[config.mk]
export PLATFORM = sky130hd
export DESIGN_NAME = motor_setpoint_ramp_commander_top_flat
export DESIGN_NICKNAME = d
export VERILOG_FILES = /design/src/rtl/msrc_pkg.sv /design/src/rtl/msrc_cmd_if.sv /design/src/rtl/msrc_rsp_if.sv /design/src/rtl/msrc_cfg_regs.sv /design/src/rtl/msrc_engine.sv /design/src/rtl/motor_setpoint_ramp_commander_top.sv /design/src/flat_wrapper.sv
export SDC_FILE = /design/constraint.sdc
export NUM_CORES = 1
export LEC_CHECK = 0
export ABC_AREA = 1
export BUFFER_PORTS_ARGS = -buffer_cell sky130_fd_sc_hd__buf_2
export CORE_MARGIN = 2
export CORE_UTILIZATION = 49
export DETAILED_ROUTE_END_ITERATION = 16
export PLACE_DENSITY = 0.67
export SYNTH_ARGS = -nofsm -noshare
export SYNTH_HDL_FRONTEND = slang
export SYNTH_SLANG_ARGS = --single-unit
export TNS_END_PERCENT = 10
[constraint.sdc]
create_clock -name clk -period 8.3 [get_ports clk]
set_input_delay 0.83 -clock clk [delete_from_list [all_inputs] [get_ports clk]]
set_output_delay 0.83 -clock clk [all_outputs]
set_load 0.01 [all_outputs]
[src/rtl/msrc_pkg.sv]
// msrc_pkg: shared types, codes and constants of the setpoint ramp commander
// no dependencies; imported by the interfaces and every module of the block
package msrc_pkg;

  localparam int unsigned ACTION_W = 3;
  localparam int unsigned LEN_W    = 4;
  localparam int unsigned VAL_W    = 16;
  localparam int unsigned STATUS_W = 2;
  localparam int unsigned CFG_ADDR_W = 4;
  localparam int unsigned CFG_DATA_W = 32;

  // command codes
  localparam logic [ACTION_W-1:0] ACT_TICK         = 3'd0;
  localparam logic [ACTION_W-1:0] ACT_START        = 3'd1;
  localparam logic [ACTION_W-1:0] ACT_STOP         = 3'd2;
  localparam logic [ACTION_W-1:0] ACT_SETPOINT     = 3'd3;
  localparam logic [ACTION_W-1:0] ACT_SETPOINT_ALL = 3'd4;
  localparam logic [ACTION_W-1:0] ACT_STATUS       = 3'd5;

  // status codes carried in feedback words
  localparam logic [STATUS_W-1:0] ST_IDLE    = 2'd0;
  localparam logic [STATUS_W-1:0] ST_RUNNING = 2'd1;
  localparam logic [STATUS_W-1:0] ST_STOPPED = 2'd2;
  localparam logic [STATUS_W-1:0] ST_ERROR   = 2'd3;

  // register indexes
  localparam logic [1:0] REG_MAX_SETPOINT    = 2'd0;
  localparam logic [1:0] REG_RAMP_STEP       = 2'd1;
  localparam logic [1:0] REG_STOP_STEP       = 2'd2;
  localparam logic [1:0] REG_STOP_HOLD_TICKS = 2'd3;

  // register reset values
  localparam logic [VAL_W-1:0] RST_MAX_SETPOINT    = 16'd6200;
  localparam logic [VAL_W-1:0] RST_RAMP_STEP       = 16'd5;
  localparam logic [VAL_W-1:0] RST_STOP_STEP       = 16'd1;
  localparam logic [VAL_W-1:0] RST_STOP_HOLD_TICKS = 16'd1000;

  localparam logic [VAL_W-1:0] STOP_COUNT_LOAD = 16'hFFFF;
  localparam logic [LEN_W-1:0] MIN_LEN_SETPOINT     = 4'd2;
  localparam logic [LEN_W-1:0] MIN_LEN_SETPOINT_ALL = 4'd4;

  typedef struct packed {
    logic [ACTION_W-1:0] action;
    logic [LEN_W-1:0]    payload_length;
    logic [VAL_W-1:0]    setpoint_value;
    logic [VAL_W-1:0]    rpm_sample;
  } item_t;

  typedef struct packed {
    logic                feedback_valid;
    logic [STATUS_W-1:0] feedback_status;
    logic [VAL_W-1:0]    feedback_rpm;
    logic [VAL_W-1:0]    ramped_setpoint;
    logic                drive_zero;
    logic                pid_reset;
    logic                led_on;
  } result_t;

  typedef struct packed {
    logic [VAL_W-1:0] max_setpoint;
    logic [VAL_W-1:0] ramp_step;
    logic [VAL_W-1:0] stop_step;
    logic [VAL_W-1:0] stop_hold_ticks;
    logic [VAL_W-1:0] stop_hold_rem;   // stop_hold_ticks modulo feedback period
  } cfg_t;

endpackage

[src/rtl/msrc_cmd_if.sv]
// msrc_cmd_if: valid/ready channel carrying one command or tick word
// depends on msrc_pkg for field widths
interface msrc_cmd_if;
  import msrc_pkg::*;

  logic                valid;
  logic                ready;
  logic [ACTION_W-1:0] action;
  logic [LEN_W-1:0]    payload_length;
  logic [VAL_W-1:0]    setpoint_value;
  logic [VAL_W-1:0]    rpm_sample;

  modport source (output valid, output action, output payload_length,
                  output setpoint_value, output rpm_sample, input ready);
  modport sink   (input valid, input action, input payload_length,
                  input setpoint_value, input rpm_sample, output ready);
endinterface

[src/rtl/msrc_rsp_if.sv]
// msrc_rsp_if: valid/ready channel carrying one result word
// depends on msrc_pkg for field widths
interface msrc_rsp_if;
  import msrc_pkg::*;

  logic                valid;
  logic                ready;
  logic                feedback_valid;
  logic [STATUS_W-1:0] feedback_status;
  logic [VAL_W-1:0]    feedback_rpm;
  logic [VAL_W-1:0]    ramped_setpoint;
  logic                drive_zero;
  logic                pid_reset;
  logic                led_on;

  modport source (output valid, output feedback_valid, output feedback_status,
                  output feedback_rpm, output ramped_setpoint, output drive_zero,
                  output pid_reset, output led_on, input ready);
  modport sink   (input valid, input feedback_valid, input feedback_status,
                  input feedback_rpm, input ramped_setpoint, input drive_zero,
                  input pid_reset, input led_on, output ready);
endinterface

[src/rtl/msrc_cfg_regs.sv]
// msrc_cfg_regs: apb register file plus a two-stage reciprocal pipeline that
// keeps stop_hold_ticks modulo the feedback period; depends on msrc_pkg
module msrc_cfg_regs #(
  parameter int unsigned FEEDBACK_PERIOD = 100
) (
  input  logic                                 clk,
  input  logic                                 rst_n,
  input  logic                                 psel,
  input  logic                                 penable,
  input  logic                                 pwrite,
  input  logic [msrc_pkg::CFG_ADDR_W-1:0]      paddr,
  input  logic [msrc_pkg::CFG_DATA_W-1:0]      pwdata,
  output logic [msrc_pkg::CFG_DATA_W-1:0]      prdata,
  output logic                                 pready,
  output msrc_pkg::cfg_t                       cfg
);
  import msrc_pkg::*;

  // q = (x * RecipK) >> RecipShift is exact for every 16-bit x
  localparam int unsigned RecipShift = VAL_W + $clog2(FEEDBACK_PERIOD);
  localparam logic [63:0] RecipWide  =
    ((64'd1 << RecipShift) + 64'(FEEDBACK_PERIOD) - 64'd1) / 64'(FEEDBACK_PERIOD);
  localparam logic [VAL_W:0] RecipK  = RecipWide[VAL_W:0];
  localparam logic [VAL_W-1:0] HoldQuoRst = 16'(32'(RST_STOP_HOLD_TICKS) / FEEDBACK_PERIOD);
  localparam logic [VAL_W-1:0] HoldRemRst = 16'(32'(RST_STOP_HOLD_TICKS) % FEEDBACK_PERIOD);
  localparam logic [VAL_W-1:0] PeriodVal  = 16'(FEEDBACK_PERIOD);

  logic [VAL_W-1:0] max_setpoint_r, ramp_step_r, stop_step_r, stop_hold_r;
  logic [VAL_W-1:0] hold_d_r, hold_quo_r, hold_rem_r;
  logic [VAL_W-1:0] hold_quo_nxt, hold_rem_nxt;
  logic [2*VAL_W:0]   quo_prod;
  logic [2*VAL_W-1:0] back_prod;
  logic             wr_en;
  logic             hold_setup, hold_wr;

  assign pready     = 1'b1;
  assign wr_en      = psel && penable && pwrite;
  assign hold_setup = psel && !penable && pwrite && (paddr[3:2] == REG_STOP_HOLD_TICKS);
  assign hold_wr    = wr_en && (paddr[3:2] == REG_STOP_HOLD_TICKS);

  always_ff @(posedge clk) begin
    if (!rst_n) begin
      max_setpoint_r <= RST_MAX_SETPOINT;
      ramp_step_r    <= RST_RAMP_STEP;
      stop_step_r    <= RST_STOP_STEP;
      stop_hold_r    <= RST_STOP_HOLD_TICKS;
    end else if (wr_en) begin
      unique case (paddr[3:2])
        REG_MAX_SETPOINT:    max_setpoint_r <= pwdata[VAL_W-1:0];
        REG_RAMP_STEP:       ramp_step_r    <= pwdata[VAL_W-1:0];
        REG_STOP_STEP:       stop_step_r    <= pwdata[VAL_W-1:0];
        REG_STOP_HOLD_TICKS: stop_hold_r    <= pwdata[VAL_W-1:0];
        default: ;
      endcase
    end
  end

  always_comb begin
    unique case (paddr[3:2])
      REG_MAX_SETPOINT:    prdata = {16'd0, max_setpoint_r};
      REG_RAMP_STEP:       prdata = {16'd0, ramp_step_r};
      REG_STOP_STEP:       prdata = {16'd0, stop_step_r};
      REG_STOP_HOLD_TICKS: prdata = {16'd0, stop_hold_r};
      default:             prdata = '0;
    endcase
  end

  // setup cycle: quotient of the incoming value by reciprocal
  // access cycle: remainder, stored at the same edge as the register
  assign quo_prod     = {17'd0, pwdata[VAL_W-1:0]} * {16'd0, RecipK};
  assign hold_quo_nxt = 16'(quo_prod >> RecipShift);
  assign back_prod    = {16'd0, hold_quo_r} * {16'd0, PeriodVal};
  assign hold_rem_nxt = 16'(32'(hold_d_r) - back_prod);

  always_ff @(posedge clk) begin
    if (!rst_n) begin
      hold_d_r   <= RST_STOP_HOLD_TICKS;
      hold_quo_r <= HoldQuoRst;
      hold_rem_r <= HoldRemRst;
    end else begin
      if (hold_setup) begin
        hold_d_r   <= pwdata[VAL_W-1:0];
        hold_quo_r <= hold_quo_nxt;
      end
      if (hold_wr) begin
        hold_rem_r <= hold_rem_nxt;
      end
    end
  end

  assign cfg.max_setpoint    = max_setpoint_r;
  assign cfg.ramp_step       = ramp_step_r;
  assign cfg.stop_step       = stop_step_r;
  assign cfg.stop_hold_ticks = stop_hold_r;
  assign cfg.stop_hold_rem   = hold_rem_r;

endmodule

[src/rtl/msrc_engine.sv]
// msrc_engine: command state registers and the single-pass next-state and
// result logic for one word; depends on msrc_pkg
module msrc_engine #(
  parameter int unsigned FEEDBACK_PERIOD = 100,
  parameter int unsigned SETPOINT_WIDTH  = 16
) (
  input  logic              clk,
  input  logic              rst_n,
  input  logic              advance,
  input  msrc_pkg::item_t   item,
  input  msrc_pkg::cfg_t    cfg,
  output msrc_pkg::result_t result
);
  import msrc_pkg::*;

  localparam logic [VAL_W-1:0] SpMask =
    (SETPOINT_WIDTH >= VAL_W) ? 16'hFFFF : 16'((32'd1 << SETPOINT_WIDTH) - 32'd1);
  localparam logic [VAL_W-1:0] PeriodLast = 16'(FEEDBACK_PERIOD - 1);
  localparam logic [VAL_W-1:0] StopLoadRem = 16'(32'(STOP_COUNT_LOAD) % FEEDBACK_PERIOD);

  logic                running_r, running_nxt;
  logic                stop_r, stop_nxt;
  logic                lamp_r, lamp_nxt;
  logic [STATUS_W-1:0] status_r, status_nxt;
  logic [VAL_W-1:0]    target_r, target_nxt;
  logic [VAL_W-1:0]    ramp_r, ramp_nxt;
  logic [VAL_W-1:0]    rpm_r, rpm_nxt;
  logic [VAL_W-1:0]    cd_r, cd_nxt;
  logic [VAL_W-1:0]    cd_mod_r, cd_mod_nxt;   // countdown modulo feedback period

  logic [VAL_W-1:0] mod_dec, diff_up, diff_dn, clamped;
  logic             send;

  assign mod_dec = (cd_mod_r == '0) ? PeriodLast : cd_mod_r - 16'd1;
  assign diff_up = target_r - ramp_r;
  assign diff_dn = ramp_r - target_r;
  assign clamped = ((item.setpoint_value > cfg.max_setpoint) ?
                    cfg.max_setpoint : item.setpoint_value) & SpMask;

  always_comb begin
    running_nxt = running_r;
    stop_nxt    = stop_r;
    lamp_nxt    = lamp_r;
    status_nxt  = status_r;
    target_nxt  = target_r;
    ramp_nxt    = ramp_r;
    rpm_nxt     = rpm_r;
    cd_nxt      = cd_r;
    cd_mod_nxt  = cd_mod_r;
    send        = 1'b0;
    result      = '0;

    if (item.action == ACT_TICK) begin
      if (cd_r != '0) begin
        cd_nxt     = cd_r - 16'd1;
        cd_mod_nxt = mod_dec;
        if (mod_dec == '0) begin
          result.feedback_valid  = 1'b1;
          result.feedback_status = status_r;
          result.feedback_rpm    = rpm_r;
        end
      end
      rpm_nxt = item.rpm_sample;
      if (!running_r) begin
        result.drive_zero = 1'b1;
        lamp_nxt          = 1'b0;
      end else begin
        if (stop_r) begin
          if (ramp_r > cfg.stop_step) begin
            ramp_nxt = ramp_r - cfg.stop_step;
          end else begin
            ramp_nxt   = '0;
            stop_nxt   = 1'b0;
            cd_nxt     = cfg.stop_hold_ticks;
            cd_mod_nxt = cfg.stop_hold_rem;
          end
        end else if (ramp_r < target_r) begin
          ramp_nxt = (diff_up > cfg.ramp_step) ? (ramp_r + cfg.ramp_step) & SpMask : target_r;
        end else if (ramp_r > target_r) begin
          ramp_nxt = (diff_dn > cfg.ramp_step) ? ramp_r - cfg.ramp_step : target_r;
        end
        if (ramp_nxt == '0) begin
          result.drive_zero = 1'b1;
          result.pid_reset  = 1'b1;
        end
      end
    end else begin
      send = 1'b1;
      case (item.action) inside
        ACT_START: begin
          running_nxt = 1'b1;
          status_nxt  = ST_RUNNING;
          lamp_nxt    = 1'b1;
        end
        ACT_STOP: begin
          stop_nxt   = 1'b1;
          target_nxt = '0;
          cd_nxt     = STOP_COUNT_LOAD;
          cd_mod_nxt = StopLoadRem;
          status_nxt = ST_STOPPED;
          lamp_nxt   = 1'b0;
        end
        ACT_SETPOINT, ACT_SETPOINT_ALL: begin
          if ((item.action == ACT_SETPOINT && item.payload_length < MIN_LEN_SETPOINT) ||
              (item.action == ACT_SETPOINT_ALL &&
               item.payload_length < MIN_LEN_SETPOINT_ALL)) begin
            send = 1'b0;
          end else begin
            target_nxt = clamped;
            if (!running_r) begin
              status_nxt = ST_STOPPED;
            end else begin
              stop_nxt   = 1'b0;
              cd_nxt     = '0;
              cd_mod_nxt = '0;
              status_nxt = ST_RUNNING;
            end
          end
        end
        ACT_STATUS: ;
        default: status_nxt = ST_ERROR;
      endcase
      if (send) begin
        result.feedback_valid  = 1'b1;
        result.feedback_status = status_nxt;
        result.feedback_rpm    = rpm_r;
      end
    end

    result.ramped_setpoint = ramp_nxt;
    result.led_on          = lamp_nxt;
  end

  always_ff @(posedge clk) begin
    if (!rst_n) begin
      running_r <= 1'b0;
      stop_r    <= 1'b0;
      lamp_r    <= 1'b0;
      status_r  <= ST_STOPPED;
      target_r  <= '0;
      ramp_r    <= '0;
      rpm_r     <= '0;
      cd_r      <= '0;
      cd_mod_r  <= '0;
    end else if (advance) begin
      running_r <= running_nxt;
      stop_r    <= stop_nxt;
      lamp_r    <= lamp_nxt;
      status_r  <= status_nxt;
      target_r  <= target_nxt;
      ramp_r    <= ramp_nxt;
      rpm_r     <= rpm_nxt;
      cd_r      <= cd_nxt;
      cd_mod_r  <= cd_mod_nxt;
    end
  end

endmodule

[src/rtl/motor_setpoint_ramp_commander_top.sv]
// motor_setpoint_ramp_commander_top: input register, engine, result register
// depends on msrc_pkg, msrc_cmd_if, msrc_rsp_if, msrc_cfg_regs, msrc_engine
//
// usage
// - in_chan takes one word per command or 1 ms tick (action, payload length,
//   setpoint value, measured rpm); out_chan gives exactly one result word per
//   input word, in order: optional feedback frame, ramped setpoint, drive-zero,
//   pid-reset and led state
// - the cfg_ apb port holds max_setpoint, ramp_step, stop_step and
//   stop_hold_ticks at byte addresses 0, 4, 8 and 12; pready is tied high
// - throughput is one word per cycle while out_chan is not stalled; a word's
//   result is worked out by the single compute pass between the input and
//   result registers and shown on out_chan from the result register
// - a stop_hold_ticks write has its quotient worked out in the apb setup cycle
//   and its feedback-period remainder stored at the same edge as the write
// - reset (rst_n low, synchronous) restores the register defaults and the
//   stopped, not-running state and drops any word held in either register
// - when the receiver stalls the result word is held; one more word is taken
//   into the input register, after which in_chan.ready stays low
module motor_setpoint_ramp_commander_top #(
  parameter int unsigned FEEDBACK_PERIOD = 100,
  parameter int unsigned SETPOINT_WIDTH  = 16
) (
  input  logic                              clk,
  input  logic                              rst_n,
  msrc_cmd_if.sink                          in_chan,
  msrc_rsp_if.source                        out_chan,
  input  logic                              cfg_psel,
  input  logic                              cfg_penable,
  input  logic                              cfg_pwrite,
  input  logic [msrc_pkg::CFG_ADDR_W-1:0]   cfg_paddr,
  input  logic [msrc_pkg::CFG_DATA_W-1:0]   cfg_pwdata,
  output logic [msrc_pkg::CFG_DATA_W-1:0]   cfg_prdata,
  output logic                              cfg_pready
);
  import msrc_pkg::*;

  cfg_t    cfg;
  item_t   item_r;
  result_t res_comb, res_r;
  logic    item_valid_r, item_valid_nxt;
  logic    out_valid_r, out_valid_nxt;
  logic    advance;     // word in the input register moves to the result
  logic    in_take;

  msrc_cfg_regs #(
    .FEEDBACK_PERIOD (FEEDBACK_PERIOD)
  ) u_cfg (
    .clk     (clk),
    .rst_n   (rst_n),
    .psel    (cfg_psel),
    .penable (cfg_penable),
    .pwrite  (cfg_pwrite),
    .paddr   (cfg_paddr),
    .pwdata  (cfg_pwdata),
    .prdata  (cfg_prdata),
    .pready  (cfg_pready),
    .cfg     (cfg)
  );

  msrc_engine #(
    .FEEDBACK_PERIOD (FEEDBACK_PERIOD),
    .SETPOINT_WIDTH  (SETPOINT_WIDTH)
  ) u_engine (
    .clk     (clk),
    .rst_n   (rst_n),
    .advance (advance),
    .item    (item_r),
    .cfg     (cfg),
    .result  (res_comb)
  );

  // handshake: the result register frees itself when taken, so the input
  // register can refill in the same cycle
  assign advance        = item_valid_r && (!out_valid_r || out_chan.ready);
  assign in_chan.ready  = !item_valid_r || advance;
  assign in_take        = in_chan.valid && in_chan.ready;
  assign item_valid_nxt = in_take || (item_valid_r && !advance);
  assign out_valid_nxt  = advance || (out_valid_r && !out_chan.ready);

  always_ff @(posedge clk) begin
    if (!rst_n) begin
      item_valid_r <= 1'b0;
      out_valid_r  <= 1'b0;
    end else begin
      item_valid_r <= item_valid_nxt;
      out_valid_r  <= out_valid_nxt;
    end
  end

  // payload registers, no reset
  always_ff @(posedge clk) begin
    if (in_take) begin
      item_r.action         <= in_chan.action;
      item_r.payload_length <= in_chan.payload_length;
      item_r.setpoint_value <= in_chan.setpoint_value;
      item_r.rpm_sample     <= in_chan.rpm_sample;
    end
    if (advance) begin
      res_r <= res_comb;
    end
  end

  assign out_chan.valid           = out_valid_r;
  assign out_chan.feedback_valid  = res_r.feedback_valid;
  assign out_chan.feedback_status = res_r.feedback_status;
  assign out_chan.feedback_rpm    = res_r.feedback_rpm;
  assign out_chan.ramped_setpoint = res_r.ramped_setpoint;
  assign out_chan.drive_zero      = res_r.drive_zero;
  assign out_chan.pid_reset       = res_r.pid_reset;
  assign out_chan.led_on          = res_r.led_on;

  // pid reset only ever comes with the drive forced to zero
  a_pid_implies_zero : assert property (@(posedge clk) disable iff (!rst_n)
    out_valid_r && res_r.pid_reset |-> res_r.drive_zero)
    else $error("pid_reset without drive_zero");

  // no frame means empty frame fields
  a_frame_fields_clear : assert property (@(posedge clk) disable iff (!rst_n)
    out_valid_r && !res_r.feedback_valid |->
      (res_r.feedback_status == ST_IDLE) && (res_r.feedback_rpm == '0))
    else $error("frame fields set without feedback");

  // a word blocked behind a stalled result stays in the input register
  a_item_held : assert property (@(posedge clk) disable iff (!rst_n)
    item_valid_r && !advance |=> item_valid_r && $stable(item_r))
    else $error("input word lost while stalled");

  // a stalled result word is not overwritten
  a_result_held : assert property (@(posedge clk) disable iff (!rst_n)
    out_valid_r && !out_chan.ready |=> out_valid_r && $stable(res_r))
    else $error("result word changed while stalled");

endmodule
[src/flat_wrapper.sv]
// flat-port wrapper written by rule: the top's interface ports become plain ports
module motor_setpoint_ramp_commander_top_flat import msrc_pkg::*;
#(
  parameter int unsigned FEEDBACK_PERIOD = 100,
  parameter int unsigned SETPOINT_WIDTH  = 16
)
  (clk, rst_n, cfg_psel, cfg_penable, cfg_pwrite, cfg_paddr, cfg_pwdata, cfg_prdata, cfg_pready, in_chan_valid, in_chan_action, in_chan_payload_length, in_chan_setpoint_value, in_chan_rpm_sample, in_chan_ready, out_chan_valid, out_chan_feedback_valid, out_chan_feedback_status, out_chan_feedback_rpm, out_chan_ramped_setpoint, out_chan_drive_zero, out_chan_pid_reset, out_chan_led_on, out_chan_ready);
  msrc_cmd_if in_chan_i ();
  msrc_rsp_if out_chan_i ();
  input  logic clk;
  input  logic rst_n;
  input  logic cfg_psel;
  input  logic cfg_penable;
  input  logic cfg_pwrite;
  input  logic [msrc_pkg::CFG_ADDR_W-1:0] cfg_paddr;
  input  logic [msrc_pkg::CFG_DATA_W-1:0] cfg_pwdata;
  output logic [msrc_pkg::CFG_DATA_W-1:0] cfg_prdata;
  output logic cfg_pready;
  input wire logic [$bits(in_chan_i.valid)-1:0] in_chan_valid;
  input wire logic [$bits(in_chan_i.action)-1:0] in_chan_action;
  input wire logic [$bits(in_chan_i.payload_length)-1:0] in_chan_payload_length;
  input wire logic [$bits(in_chan_i.setpoint_value)-1:0] in_chan_setpoint_value;
  input wire logic [$bits(in_chan_i.rpm_sample)-1:0] in_chan_rpm_sample;
  output wire logic [$bits(in_chan_i.ready)-1:0] in_chan_ready;
  output wire logic [$bits(out_chan_i.valid)-1:0] out_chan_valid;
  output wire logic [$bits(out_chan_i.feedback_valid)-1:0] out_chan_feedback_valid;
  output wire logic [$bits(out_chan_i.feedback_status)-1:0] out_chan_feedback_status;
  output wire logic [$bits(out_chan_i.feedback_rpm)-1:0] out_chan_feedback_rpm;
  output wire logic [$bits(out_chan_i.ramped_setpoint)-1:0] out_chan_ramped_setpoint;
  output wire logic [$bits(out_chan_i.drive_zero)-1:0] out_chan_drive_zero;
  output wire logic [$bits(out_chan_i.pid_reset)-1:0] out_chan_pid_reset;
  output wire logic [$bits(out_chan_i.led_on)-1:0] out_chan_led_on;
  input wire logic [$bits(out_chan_i.ready)-1:0] out_chan_ready;
  assign in_chan_i.valid = in_chan_valid;
  assign in_chan_i.action = in_chan_action;
  assign in_chan_i.payload_length = in_chan_payload_length;
  assign in_chan_i.setpoint_value = in_chan_setpoint_value;
  assign in_chan_i.rpm_sample = in_chan_rpm_sample;
  assign in_chan_ready = in_chan_i.ready;
  assign out_chan_valid = out_chan_i.valid;
  assign out_chan_feedback_valid = out_chan_i.feedback_valid;
  assign out_chan_feedback_status = out_chan_i.feedback_status;
  assign out_chan_feedback_rpm = out_chan_i.feedback_rpm;
  assign out_chan_ramped_setpoint = out_chan_i.ramped_setpoint;
  assign out_chan_drive_zero = out_chan_i.drive_zero;
  assign out_chan_pid_reset = out_chan_i.pid_reset;
  assign out_chan_led_on = out_chan_i.led_on;
  assign out_chan_i.ready = out_chan_ready;
  motor_setpoint_ramp_commander_top #(.FEEDBACK_PERIOD(FEEDBACK_PERIOD), .SETPOINT_WIDTH(SETPOINT_WIDTH)) u_core (.clk(clk), .rst_n(rst_n), .in_chan(in_chan_i), .out_chan(out_chan_i), .cfg_psel(cfg_psel), .cfg_penable(cfg_penable), .cfg_pwrite(cfg_pwrite), .cfg_paddr(cfg_paddr), .cfg_pwdata(cfg_pwdata), .cfg_prdata(cfg_prdata), .cfg_pready(cfg_pready));
endmodule
==> reports/metrics.cfg <==
[die]
dieArea_um2=51500
coreArea_um2=49000
rows=81
die_x_um=227
die_h_um=227
io_pins=155
floorplan.initialDensity_pct=49.7

[synthesis]
ys_warn_count=0
synth_cell_type_count=61
ys_seq_area_share_pct=25.2
syn_inst=3308
synth_edf_count=76
avgSynthCellArea_um2=7.36
synth-seq-cells=269
syn-cell-area_um2=24300
ys_async_sr_fraction_pct=0
synth_flop_cell=dfxtp_1

[clock_tree]
post_cts_resized=0
postCtsSetupBuffers=0
cts_max_path_buffers=3
insertion_delay_ps=600
cts_tree=built
cts.sinks=269
h-tree-depth=1
cts.hold.buffers_added=0
cts_root_buffer=clkbuf_16
cts.clk_slew.worst_paths_ps=60
cts_buffers=30

[worst_setup_path]
cpPeakStageDelay_ps=710
r2r_cells=21
cp_cell_sequence=inv_1 > ha_1 > o21ai_0 > a21boi_0 > o311ai_0 > xor2_1 > ha_1 > nand4_1 > nor2_1 > nand4_1 > nand2_1 > nand2_1 > nand3_1 > nand3_1 > nand2_1 > nand2_1 > nor2_1 > nand2_1 > nor2_1 > nand3_1 > nand2_1
path_class=flop to flop
crit_required_ps=8760
start_kind=flop
critPathTopFamily=simple AND/OR/NAND/NOR gates
r2r_slack_ps=2100
arrival_ps=6660
timing.rr.end=u_core.out_chan.drive_zero$_SDFFCE_PN0P_
path_buf_inv=1
cp_common_cell=nand2_1
setup.worst_path.end_class=flop
crit_slowest_cell=nand2_1
r2r-start=u_core.u_engine.ramp_r[0]$_SDFFE_PN0P_
worstPathMaxFanout=16

[timing]
hold_viol=0
worstMarginPinSlew_ps=1200
fin_skew_ps=40.5
final_max_slew_viol_count=0
whs_ps=402
post-route-period-util_pct=74.7
maxSlewHeadroom_pct=19.4
fmax_ghz=0.161
period_needed_ps=6200
fin_tns_setup_ps=0
rsz0062_at_grt=no
setup_viol=0

[finish]
antennaDiodeCount=0
nFillCells=4875
drive_gt1_share_pct=6.74
num-nets-final=3857
syn_to_final_growth_pct=8.05

[global_route]
gr-total-overflow=0
grt_max_degree=100
antenna_found_initial=2
grt_pass1_wl_um=118000
grt_use_total_pct=29.7
grt_pass1_vias=21900

[min_path]
min_path_cells=1
holdPathEnd=u_core.item_r[7]$_DFFE_PP_
hold_start=in_chan_rpm_sample[7]
hp-class=primary input to flop

[drt]
drt_pass1_iterations=6
wl_um=75700
wl_per_cell_um=18.7
vias_per_cell=5.46
drtIter0Drc=1846
drc=0
drtAntennaViolNets=0
vias=22100

[placed_design]
gp_congestion=1.04
port_buffers=118
place.detailed.hpwl_um=61000

[power_and_ir_drop]
p_per_area_nw_per_um2=262
ir_worst_vdd_mv=0.500
p_leak_nw=13.1

[flow_run]
maxCapViolCount=0

[outcome]
status=finished, final reports clean

through the flow:
step	instance area, um^2	setup WS (ps)	utilization [%]	total power, mW	std cells
after global routing	26300	1890	53.7	7.53	4049
after floorplan	24400	2880	-	4.44	3323
final	26300	2100	53.7	6.88	4049
after global placement	25300	2030	51.7	5.51	3993
after detailed placement	25300	2070	51.7	5.55	3993
after CTS	26300	2290	53.7	6.89	4049
worst register-to-register path: cells and delay by family (launching register included):
| family | cells | cell delay (ps) |
|---|---|---|
| compound gates | 3 | 1440 |
| xor+xnor | 1 | 160 |
| fa+ha+maj | 2 | 600 |
| buf+inv | 1 | 270 |
| flops | 1 | 550 |
| simple gates | 14 | 3040 |
report_power, final:
part	internal, mW	total [mW]	switching [mW]
clock network	0.749	1.32	0.567
registers	1.40	1.45	0.0491
logic	1.45	4.11	2.66
cells in the final DEF, fill, tap and decap left out, types with 6 or more instances in the layout:
cell type    n
a21boi_0     7
o21a_1       6
a21boi_2     9
xnor2_1     22
inv_2       11
o21ai_1      6
inv_1      527
o211ai_1    56
ha_1       306
edfxtp_1    76
o2111ai_1   14
nor2_2       9
clkbuf_16   30
xor2_1      54
nor4_1       7
or2_2        7
a31oi_1     10
a21o_1      16
nand3b_1     7
buf_2      117
dfxtp_1    193
a21oi_1    295
nand3_1    168
nand4_1     28
clkinv_1     6
a21boi_1     7
conb_1      17
fa_1       108
o21ai_0    239
clkbuf_1    12
nor3_1      26
nor2_1     264
nand2_1    646
buf_4       12
worst max path at each step:
stage / start / to / cells after the start
finish: u_core.u_engine.ramp_r[0]$_SDFFE_PN0P_ / u_core.out_chan.drive_zero$_SDFFCE_PN0P_ / 21
global route: u_core.u_engine.ramp_r[0]$_SDFFE_PN0P_ / u_core.out_chan.drive_zero$_SDFFCE_PN0P_ / 21
CTS: u_core.u_engine.ramp_r[0]$_SDFFE_PN0P_ / u_core.out_chan.drive_zero$_SDFFCE_PN0P_ / 21
detailed placement: cfg_pwdata[5] / u_core.u_cfg.hold_quo_r[5]$_SDFFE_PN0P_ / 24
global placement: cfg_pwdata[5] / u_core.u_cfg.hold_quo_r[5]$_SDFFE_PN0P_ / 24
floorplan: cfg_pwdata[13] / u_core.u_cfg.hold_quo_r[5]$_SDFFE_PN0P_ / 21
layer usage:
metal,routed length (um),part of all wire [%],vias up,GRT usage (%)
met3,4320,5.7,169,2.85
met4,4010,5.3,2,14.6
met1,31900,42,10300,37.7
met5,13,0.017,-,0
met2,35400,47,698,50.5
li1,-,-,10900,-
cells in the mapped netlist, drive strengths merged, types with 14 or more instances:
cell	number	share of area [%]
fa	108	8.9
inv	539	8.3
nor3	28	0.60
buf	46	1.2
a21oi	295	6.1
dfxtp	193	16
nor2	276	4.4
o2111ai	14	0.50
a21boi	23	0.85
o21ai	246	5.1
edfxtp	76	9.4
ha	306	16
nand2	649	10
xnor2	22	0.79
nand4	30	0.82
xor2	54	1.9
nand3	170	3.6
a21o	16	0.49
clkbuf	77	1.2
o211ai	56	1.7
logic make-up (layout without fill, tap and decap cells):
| family | Yosys count | after routing | share of synthesized area [%] |
|---|---|---|---|
| and+or+nand+nor | 1188 | 1188 | 20.5 |
| xor gates and xnor gates | 76 | 76 | 2.73 |
| DFF | 269 | 269 | 25.2 |
| buffers and inverters | 665 | 727 | 10.8 |
| AOI/OAI and AO/OA | 694 | 694 | 16.1 |
| adders and majority gates | 414 | 414 | 24.6 |
| other | 2 | 17 | 0.0309 |
flip-flops by register name, summed over array words and instances, names as in the netlist, 2 cells and up:
name and flops:
u_core.item_r 38, u_core.out_chan.feedback_rpm 16, u_core.out_chan.ramped_setpoint 16, u_core.u_cfg.hold_d_r 16, u_core.u_cfg.hold_rem_r 16, u_core.u_cfg.max_setpoint_r 16, u_core.u_cfg.ramp_step_r 16, u_core.u_cfg.stop_hold_r 16
u_core.u_cfg.stop_step_r 16, u_core.u_engine.cd_mod_r 16, u_core.u_engine.cd_r 16, u_core.u_engine.ramp_r 16, u_core.u_engine.rpm_r 16, u_core.u_engine.target_r 16, u_core.u_cfg.hold_quo_r 10, u_core.out_chan.feedback_status 2
u_core.u_engine.status_r 2
layout make-up:
cell class	instances	area (um^2)	share of cell area, %
multi-input cells	2389	15600	59.5
flip-flops and latches	269	6150	23.4
inverters	542	2030	7.74
well taps	664	831	3.16
clock buffers	43	810	3.08
repair buffers	129	676	2.57
clock inverters	13	159	0.604
(Power assumes the default switching activity.)
